$ cat src/rtl/u8dec_pkg.sv
// ----------------------------------------------------------------------------
// u8dec_pkg: shared types and constants for the UTF-8 stream decoder
// Holds the result record, field widths and the continuation header code.
// ----------------------------------------------------------------------------
package u8dec_pkg;

  // Longest sequence the decoder accepts by default.
  localparam int unsigned MaxSeqBytesDefault = 6;

  localparam int unsigned ByteW  = 8;
  localparam int unsigned CpW    = 32;
  localparam int unsigned LenW   = 3;

  // Header of a continuation byte in its top two bits.
  localparam logic [1:0] ContHeader = 2'b10;

  // One decoded result as it travels from the decode core to the output stage.
  typedef struct packed {
    logic [CpW-1:0]  code_point;
    logic [LenW-1:0] sequence_bytes;
    logic            decode_error;
    logic            final_result;
  } result_t;

  // One input byte with its end-of-string mark.
  typedef struct packed {
    logic [ByteW-1:0] text_byte;
    logic             string_end;
  } item_t;

endpackage

$ cat src/rtl/u8dec_in_reg.sv
// ----------------------------------------------------------------------------
// u8dec_in_reg: input register stage
// Captures one byte per transfer and hands it on when the core takes it.
// ----------------------------------------------------------------------------
module u8dec_in_reg (
  input  logic            clk_i,
  input  logic            rst_ni,
  input  logic            valid_i,
  output logic            ready_o,
  input  u8dec_pkg::item_t item_i,
  output logic            valid_o,
  input  logic            take_i,
  output u8dec_pkg::item_t item_o
);

  logic             valid_q, valid_d;
  u8dec_pkg::item_t item_q;

  // The stage frees up in the same cycle that the core takes its item.
  assign ready_o = !valid_q || take_i;
  assign valid_d = valid_i || (valid_q && !take_i);

  always_ff @(posedge clk_i or negedge rst_ni) begin
    if (!rst_ni) begin
      valid_q <= 1'b0;
    end else begin
      valid_q <= valid_d;
    end
  end

  always_ff @(posedge clk_i) begin
    if (valid_i && ready_o) begin
      item_q <= item_i;
    end
  end

  assign valid_o = valid_q;
  assign item_o  = item_q;

endmodule

$ cat src/rtl/u8dec_core.sv
// ----------------------------------------------------------------------------
// u8dec_core: sequence state and per-byte decode
// Keeps the partial code point and decides for each byte whether a result
// is issued.
// ----------------------------------------------------------------------------
module u8dec_core #(
  parameter int unsigned MaxSeqBytes = u8dec_pkg::MaxSeqBytesDefault
) (
  input  logic               clk_i,
  input  logic               rst_ni,
  input  logic               take_i,
  input  u8dec_pkg::item_t   item_i,
  output logic               res_valid_o,
  output u8dec_pkg::result_t res_o
);

  localparam logic [u8dec_pkg::LenW-1:0] MaxLen = u8dec_pkg::LenW'(MaxSeqBytes);

  logic [u8dec_pkg::CpW-1:0]  acc_q, acc_d;
  logic [u8dec_pkg::LenW-1:0] left_q, left_d;
  logic [u8dec_pkg::LenW-1:0] seq_q, seq_d;
  logic                       halted_q, halted_d;

  always_comb begin
    logic [u8dec_pkg::ByteW-1:0] b;
    logic                        last;
    logic [u8dec_pkg::LenW-1:0]  len;
    logic                        stop;
    logic [u8dec_pkg::LenW-1:0]  seq_n;
    logic [u8dec_pkg::LenW-1:0]  left_n;
    logic [u8dec_pkg::CpW-1:0]   acc_n;

    b      = item_i.text_byte;
    last   = item_i.string_end;
    acc_d    = acc_q;
    left_d   = left_q;
    seq_d    = seq_q;
    halted_d = halted_q;
    res_valid_o = 1'b0;
    res_o       = '0;

    // Lead length: base of two plus the run of ones in bits 5 down to 2, capped at MaxSeqBytes.
    len  = 3'd2;
    stop = 1'b0;
    for (int p = 5; p >= 2; p--) begin
      if (!stop) begin
        if (len >= MaxLen || !b[p]) begin
          stop = 1'b0 | 1'b1;
        end else begin
          len = len + 3'd1;
        end
      end
    end

    seq_n  = seq_q + 3'd1;
    left_n = left_q - 3'd1;
    acc_n  = {acc_q[u8dec_pkg::CpW-7:0], b[5:0]};

    if (take_i) begin
      if (halted_q) begin
        if (last) begin
          halted_d = 1'b0;
        end
      end else if (left_q == '0) begin
        if (!b[7]) begin
          res_valid_o = 1'b1;
          res_o.code_point     = {24'd0, b};
          res_o.sequence_bytes = 3'd1;
          res_o.final_result   = last;
          acc_d  = '0;
          left_d = '0;
          seq_d  = '0;
        end else if (last) begin
          // A lead byte that ends the string is a truncated sequence.
          res_valid_o = 1'b1;
          res_o.sequence_bytes = 3'd1;
          res_o.decode_error   = 1'b1;
          res_o.final_result   = 1'b1;
          acc_d  = '0;
          left_d = '0;
          seq_d  = '0;
        end else begin
          acc_d  = {24'd0, b & (8'hFF >> len)};
          left_d = len - 3'd1;
          seq_d  = 3'd1;
        end
      end else if (b[7:6] != u8dec_pkg::ContHeader) begin
        // Bad continuation: report and drop the rest of the string.
        res_valid_o = 1'b1;
        res_o.sequence_bytes = seq_n;
        res_o.decode_error   = 1'b1;
        res_o.final_result   = 1'b1;
        acc_d    = '0;
        left_d   = '0;
        seq_d    = '0;
        halted_d = !last;
      end else if (left_n == '0) begin
        res_valid_o = 1'b1;
        res_o.code_point     = acc_n;
        res_o.sequence_bytes = seq_n;
        res_o.final_result   = last;
        acc_d  = '0;
        left_d = '0;
        seq_d  = '0;
      end else if (last) begin
        res_valid_o = 1'b1;
        res_o.sequence_bytes = seq_n;
        res_o.decode_error   = 1'b1;
        res_o.final_result   = 1'b1;
        acc_d  = '0;
        left_d = '0;
        seq_d  = '0;
      end else begin
        acc_d  = acc_n;
        left_d = left_n;
        seq_d  = seq_n;
      end
    end
  end

  always_ff @(posedge clk_i or negedge rst_ni) begin
    if (!rst_ni) begin
      acc_q    <= '0;
      left_q   <= '0;
      seq_q    <= '0;
      halted_q <= 1'b0;
    end else begin
      acc_q    <= acc_d;
      left_q   <= left_d;
      seq_q    <= seq_d;
      halted_q <= halted_d;
    end
  end

endmodule

$ cat src/rtl/u8dec_out_reg.sv
// ----------------------------------------------------------------------------
// u8dec_out_reg: result register
// Holds one result until the downstream side takes it.
// ----------------------------------------------------------------------------
module u8dec_out_reg (
  input  logic               clk_i,
  input  logic               rst_ni,
  input  logic               valid_i,
  output logic               ready_o,
  input  u8dec_pkg::result_t res_i,
  output logic               valid_o,
  input  logic               ready_i,
  output u8dec_pkg::result_t res_o
);

  logic               valid_q, valid_d;
  u8dec_pkg::result_t res_q;

  // Free when empty or when the held result leaves in this cycle.
  assign ready_o = !valid_q || ready_i;
  assign valid_d = (ready_o) ? valid_i : valid_q;

  always_ff @(posedge clk_i or negedge rst_ni) begin
    if (!rst_ni) begin
      valid_q <= 1'b0;
    end else begin
      valid_q <= valid_d;
    end
  end

  always_ff @(posedge clk_i) begin
    if (valid_i && ready_o) begin
      res_q <= res_i;
    end
  end

  assign valid_o = valid_q;
  assign res_o   = res_q;

endmodule

$ cat src/rtl/utf8_stream_decoder.sv
// ----------------------------------------------------------------------------
// utf8_stream_decoder: lenient UTF-8 decoder, one byte per transfer
// Turns a byte stream of strings into a stream of code points with errors.
// ----------------------------------------------------------------------------
// Usage: the slave side takes one byte of a string per transfer in tdata, with
// tlast set on the last byte of each string. The master side gives one result
// per completed code point or detected error: tdata carries the code point and
// the number of bytes it took, tuser flags a decode error, and tlast marks the
// last result of a string. Bytes that only extend a sequence give no result.
// Throughput is one byte per cycle, sustained while the master side is ready.
// An accepted byte reaches the master side through two registers: the input
// register, then the result register, with the decode logic between them.
// The sequence state (partial code point, bytes still expected, bytes taken,
// and the drop-until-end flag) updates in the same cycle that the decode core
// takes a byte, so consecutive bytes follow each other without a bubble.
// When the receiver stalls, the result register holds its result and the
// stall reaches the slave side only once both registers are full; a byte that
// gives no result still moves through while the result register is full only
// if that register is freed, so nothing is lost or reordered.
// Reset clears both register stages and all sequence state; the block is then
// at the start of a string.
// ----------------------------------------------------------------------------
module utf8_stream_decoder #(
  parameter int unsigned MAX_SEQUENCE_BYTES = u8dec_pkg::MaxSeqBytesDefault
) (
  input  logic        clk_i,
  input  logic        rst_ni,
  // Slave side. tdata: [7:0] text_byte. tlast: string_end.
  input  logic        s_axis_tvalid_i,
  output logic        s_axis_tready_o,
  input  logic [7:0]  s_axis_tdata_i,
  input  logic        s_axis_tlast_i,
  // Master side. tdata: [31:0] code_point, [34:32] sequence_bytes,
  // [39:35] zero fill. tuser: decode_error. tlast: final_result.
  output logic        m_axis_tvalid_o,
  input  logic        m_axis_tready_i,
  output logic [39:0] m_axis_tdata_o,
  output logic        m_axis_tuser_o,
  output logic        m_axis_tlast_o
);

  u8dec_pkg::item_t   in_item;
  u8dec_pkg::item_t   core_item;
  u8dec_pkg::result_t core_res;
  u8dec_pkg::result_t out_res;
  logic               core_valid;
  logic               core_take;
  logic               res_valid;
  logic               out_ready;

  assign in_item.text_byte  = s_axis_tdata_i;
  assign in_item.string_end = s_axis_tlast_i;

  u8dec_in_reg u_in_reg (
    .clk_i   (clk_i),
    .rst_ni  (rst_ni),
    .valid_i (s_axis_tvalid_i),
    .ready_o (s_axis_tready_o),
    .item_i  (in_item),
    .valid_o (core_valid),
    .take_i  (core_take),
    .item_o  (core_item)
  );

  // A byte is decoded only when the result register can take what it yields.
  assign core_take = core_valid && out_ready;

  u8dec_core #(
    .MaxSeqBytes (MAX_SEQUENCE_BYTES)
  ) u_core (
    .clk_i       (clk_i),
    .rst_ni      (rst_ni),
    .take_i      (core_take),
    .item_i      (core_item),
    .res_valid_o (res_valid),
    .res_o       (core_res)
  );

  u8dec_out_reg u_out_reg (
    .clk_i   (clk_i),
    .rst_ni  (rst_ni),
    .valid_i (res_valid),
    .ready_o (out_ready),
    .res_i   (core_res),
    .valid_o (m_axis_tvalid_o),
    .ready_i (m_axis_tready_i),
    .res_o   (out_res)
  );

  assign m_axis_tdata_o = {5'd0, out_res.sequence_bytes, out_res.code_point};
  assign m_axis_tuser_o = out_res.decode_error;
  assign m_axis_tlast_o = out_res.final_result;

endmodule

$ cat config.mk
export PLATFORM = sky130hd
export DESIGN_NAME = utf8_stream_decoder
export DESIGN_NICKNAME = d
export VERILOG_FILES = /design/src/rtl/u8dec_pkg.sv /design/src/rtl/u8dec_in_reg.sv /design/src/rtl/u8dec_core.sv /design/src/rtl/u8dec_out_reg.sv /design/src/rtl/utf8_stream_decoder.sv
export SDC_FILE = /design/constraint.sdc
export NUM_CORES = 1
export LEC_CHECK = 0
export BUFFER_PORTS_ARGS = -buffer_cell sky130_fd_sc_hd__buf_4
export CORE_AREA = 2 2 119 110
export DETAILED_ROUTE_END_ITERATION = 10
export DIE_AREA = 0 0 121 112
export PLACE_DENSITY_LB_ADDON = 0.12
export SYNTH_ARGS = -nofsm -noshare
export SYNTH_HDL_FRONTEND = slang
export SYNTH_SLANG_ARGS = --single-unit
$ cat constraint.sdc
create_clock -name clk_i -period 9.79 [get_ports clk_i]
set_clock_uncertainty 0.2 [all_clocks]
set_input_delay 1.958 -clock clk_i [delete_from_list [all_inputs] [get_ports clk_i]]
set_output_delay 1.958 -clock clk_i [all_outputs]
set_load 0.005 [all_outputs]
After elaboration in Yosys (flattened, before gate mapping)
Cells that the tools add are included.
- register bits after elaboration: 81
- bits of input ports: 13
- output and inout port bits: 44
- $add $sub $neg: 6
- order comparisons: 3
- eq/ne operators: 1
- shift operators: 1
- multiplexer cells: 54
- bitwise operators: 3
- reductions and logical operators: 21
- operators by type and width (kind ; number):
    $mux W26 ; 4
    $mux W32 ; 2
    $mux W3 ; 18
    $mux W37 ; 1
    $mux W1 ; 24
    $mux W8 ; 2
    $add A3 B1 Y3 const B ; 4
    $mux W5 ; 2
    $ge A3 B3 Y1 const B ; 3
    $and A8 B8 Y8 ; 1
    $shr A8 B3 Y8 const A ; 1
    $logic_not A1 Y1 ; 7
    $mux W7 ; 1
    $logic_not A3 Y1 ; 2
    $logic_or A1 B1 Y1 ; 6
    $sub A3 B1 Y3 const B ; 2
    $logic_and A1 B1 Y1 ; 4
    $ne A2 B2 Y1 const B ; 1
    $not A1 Y1 ; 2
    $reduce_and A2 Y1 ; 1
    $reduce_or A2 Y1 ; 1

Longest topological paths before layout
- depth after elaboration: 18
- depth in mapped cells: 7

By module
A second synthesis with hierarchy kept.
- cell total of the unflattened synthesis: 249
- area total of the unflattened synthesis: 3400.8 µm²
- modules (own cells, without submodules) (module ; instances ; cells each ; area an instance (µm²) ; seq. area each (µm²)):
    u8dec_core ; 1 ; 188 ; 1864.3 ; 825.8
    u8dec_out_reg ; 1 ; 41 ; 1164.9 ; 1136.1
    u8dec_in_reg ; 1 ; 13 ; 324.1 ; 295.3
    utf8_stream_decoder ; 1 ; 7 ; 47.5 ; 0.0

Least setup slack after synthesis
Ideal clock, no wire load.
- path kind: input port to flip-flop
- start point: input m_axis_tready_i
- end point: register u_out_reg.res_q, in the netlist u_out_reg.res_o[0] (enable)
- arrival: 4.851 ns
- path slack: 4.255 ns
- cell stages on the path: 3
- path buffers: 0
- cell sequence: nand2b_1 nand2_1 nor3_1
- word-level cells in the longest chain between the ends: 4
- ends and longest elaborated chain (item ; RTL line ; text):
    start, declared ; utf8_stream_decoder.sv:36 ; input logic m_axis_tready_i,
    $logic_or A1 B1 Y1 * ; u8dec_out_reg.sv:20 ; assign ready_o = !valid_q || ready_i;
    $logic_and A1 B1 Y1 ; utf8_stream_decoder.sv:66 ; assign core_take = core_valid && out_ready;
    $mux W1 ; u8dec_core.sv:59 ; if (take_i) begin
    $logic_and A1 B1 Y1 * ; u8dec_out_reg.sv:32 ; if (valid_i && ready_o) begin
    end signal, assigned ; u8dec_out_reg.sv:33 ; res_q <= res_i;
    end, declared ; u8dec_out_reg.sv:17 ; u8dec_pkg::result_t res_q;
Every way passes the cells marked *; elsewhere a longest branch is shown, timed or not.
A chain may end at the register's enable or synchronous reset.

Worst setup path in the final report
- start point: input m_axis_tready_i
- end point: output s_axis_tready_o
- word-level cells in the longest chain between the ends: 3
- ends and longest elaborated chain (item ; RTL line ; text):
    $logic_or A1 B1 Y1 ; u8dec_out_reg.sv:20 ;
    $logic_and A1 B1 Y1 ; utf8_stream_decoder.sv:66 ;
    $logic_or A1 B1 Y1 ; u8dec_in_reg.sv:20 ; assign ready_o = !valid_q || take_i;
    end, declared ; utf8_stream_decoder.sv:30 ; output logic s_axis_tready_o,
Every way passes these cells.

==> summary.txt <==
Logic synthesis
  • Sequential cell area fraction in the yosys report: 66.7%
  • Number of flops mapped to enable cells by yosys: 46
  • Yosys Warn Count: 0
  • Mapped Cells: 251
  • Top cells by area, synth: edfxtp_1 41%, dfrtp_1 26%, and2_1 5.5%, a22o_1 5.4%, ha_1 2.2%
  • Mapped Avg Cell Area: 13.5 µm²
  • XOR/XNOR Fraction of Synth Area: 0.998%
  • Main combinational cell family by area after synthesis: simple AND/OR/NAND/NOR gates
  • Post-Synthesis Cell Area: 0.00339 mm²
  • Cell taking the most area after synthesis: edfxtp_1
  • Number of distinct library cells after synthesis: 41
  • #FFs+latches synth: 81
  • Simple-gate area share of the yosys netlist: 14.2%
  • Post-synthesis mux area share: 0.924%
  • Adder-cell share of the synthesized area: 2.22%
  • Predominant post-synthesis flop cell: edfxtp_1
  • Asr flop ratio synth: 43.2%
  • Yosys top cell area share: 40.8%
  • Complex-gate fraction of the synthesized area: 11.5%

Critical path
  • Worst EP required: 7630 ps
  • Crit path DAT: 2450 ps
  • Critical path's largest stage delay: 150 ps
  • Crit-path slowest cell: buf_4
  • Element type at the critical path end: primary output
  • R2R depth: 6
  • CP dominant cell by count: buf_4
  • FF-to-FF End: u_out_reg.res_o[7]
  • FF-to-FF Start: u_core.left_q[0]
  • CP Max Fanout: 3
  • Worst path cell trace: buf_4 > nor2b_1 > nand2_1 > buf_4
  • CP delay by family, top: buffers and inverters
  • Critical Path Source Type: input port
  • WS Path Type: in2out
  • Flop2flop setup slack: 7460 ps
  • Crit path buffers/inverters: 2

Routing
  • ANT nets after route: 0
  • Per-cell routed wire length: 14.0 µm
  • Detailed Routing Iterations Pass 1: 4
  • Vias: 2050
  • Vias per cell: 4.32
  • WL final: 6.62 mm
  • Initial drt markers: 118
  • Drt drc: 0

Min path
  • Worst Hold End: u_core.acc_q[24]
  • Hold path depth: 1
  • Min-delay src: u_core.acc_q[24]
  • Hold Path Class: reg2reg

STA
  • Fin. Hold Viols: 0
  • RSZ-0062 raised after global routing: no
  • Max Clk Rate: 217 MHz
  • Setup tns final: 0 ps
  • Final period utilization: 47.0%
  • Final slew viol count: 0
  • Slew @ Worst Pin: 845 ps
  • Slew HR: 43.6%
  • Finish-stage setup viols: 0
  • Min Tclk post-route: 4600 ps

Clocking
  • Clock Pin Slew Worst Setup and Hold Paths: 60 ps
  • Num Clock Sinks: 81
  • Postcts setup bufs: 0
  • CTS H-tree depth: 3
  • Cts bufs inserted: 9
  • Worst-Skew Late Latency: 330 ps
  • Clock Tree Buf Depth: 2
  • Post-cts resize count: 0
  • # hold bufs at CTS: 0
  • CTS tree: done
  • Clock root buffer: clkbuf_16

Global route
  • Grt ovf: 0
  • Largest net degree at the start of global routing: 36
  • Initial antenna violation count: 0
  • Tot GR Track Use: 10.4%
  • Vias in the first global route: 2033
  • Global-route wire length before repair: 10.7 mm

Die
  • I/O pin count: 57
  • Core Rows: 39
  • Die area: 0.0136 mm²
  • Initial core utilization: 27.4%
  • Die Span X: 121 µm
  • Core area: 0.0123 mm²
  • Die Y: 112 µm

Power
  • Pwr Density: 262 mW/mm²
  • VDD IR max: 0.0948 mV
  • Static leakage: 1.76 nW

Layout
  • Final nets: 324
  • Cell Count, Final, Fillers Out: 474
  • Layout area overhead: 25.4%
  • Layout cells sized above 1: 25.8%
  • Commonest non-fill, non-tap cell in the layout: buf_4
  • Most frequent cells in the layout: 55 x buf_4, 46 x edfxtp_1, 35 x dfrtp_1
  • Final core utilization: 34.4%
  • Ant diodes: 0

Placement
  • Gpl congestion: 0.731
  • Port Buffers: 51
  • Detailed Place HPWL: 4.43 mm
  • Placed Cells: 458

Run status
  • Status: finished clean

Run
  • Max-cap viol count: 0
-- metrics by stage --
step / area (µm²) / power, mW / hold slack [ps] / setup slack, ps
floorplan: 3400 / 0.652 / 254 / 4260
global placement: 3930 / 0.762 / 278 / 5220
detailed placement: 3930 / 0.765 / 288 / 5190
CTS: 4250 / 1.13 / 301 / 5190
global route: 4250 / 1.18 / 315 / 5160
finish: 4250 / 1.11 / 293 / 5190
-- metal layers --
metal	vias to the layer above	routed length, µm	GRT usage, %
met5	-	0	0
met4	0	108	3.95
met3	10	299	3.38
met2	44	3080	15.8
met1	987	3130	13.7
li1	1009	-	-
-- how the worst max path moves through the flow --
stage | startpoint | end | cells after the start
after floorplan | m_axis_tready_i | u_out_reg.res_o[0] | 3
after global placement | m_axis_tready_i | s_axis_tready_o | 4
after detailed placement | m_axis_tready_i | s_axis_tready_o | 4
after CTS | m_axis_tready_i | s_axis_tready_o | 4
after global routing | m_axis_tready_i | s_axis_tready_o | 4
final | m_axis_tready_i | s_axis_tready_o | 4
-- synth_stat cells, types with 6 or more instances --
library cell and count:
a21oi_1 8, a22o_1 21, a31oi_1 6, and2_1 30, dfrtp_1 35, edfxtp_1 46
ha_1 6, nand2_1 14, nand3_1 7, nor2_1 9, nor2b_1 9, o21ai_0 7
-- layout make-up --
| cell class | instances | area [µm²] |
|---|---|---|
| clock inverter | 6 | 90.1 |
| tap | 164 | 205 |
| sequential | 81 | 2260 |
| clock buffer | 10 | 229 |
| inverter | 4 | 15.0 |
| fill | 1231 | 8100 |
| multi-input combinational | 154 | 1040 |
| timing repair buffer | 55 | 413 |
-- cells by family (layout without fill, tap and decap cells) --
group / after synthesis / after routing
AOI/OAI and AO/OA: 52 / 52
xor gates and xnor gates: 3 / 3
adders and majority gates: 6 / 6
buffers and inverters: 20 / 75
DFF: 81 / 81
muxes: 3 / 3
other: 1 / 5
and+or+nand+nor: 85 / 85
-- registers in the layout, summed over array words and instances, names as in the netlist --
register and cells:
u_in_reg.item_o 9, u_core.left_q 3, u_core.acc_q 26, u_core.seq_q 3, u_out_reg.res_o 37, u_core.halted_q 1
u_in_reg.valid_o 1, u_out_reg.valid_o 1
-- power breakdown --
part	internal, mW	switching, mW	total [mW]
clock network	0.225	0.135	0.360
registers	0.442	0.0362	0.478
logic	0.116	0.158	0.274
total	0.782	0.329	1.11
Note: power is estimated with default switching activity, not from simulation.
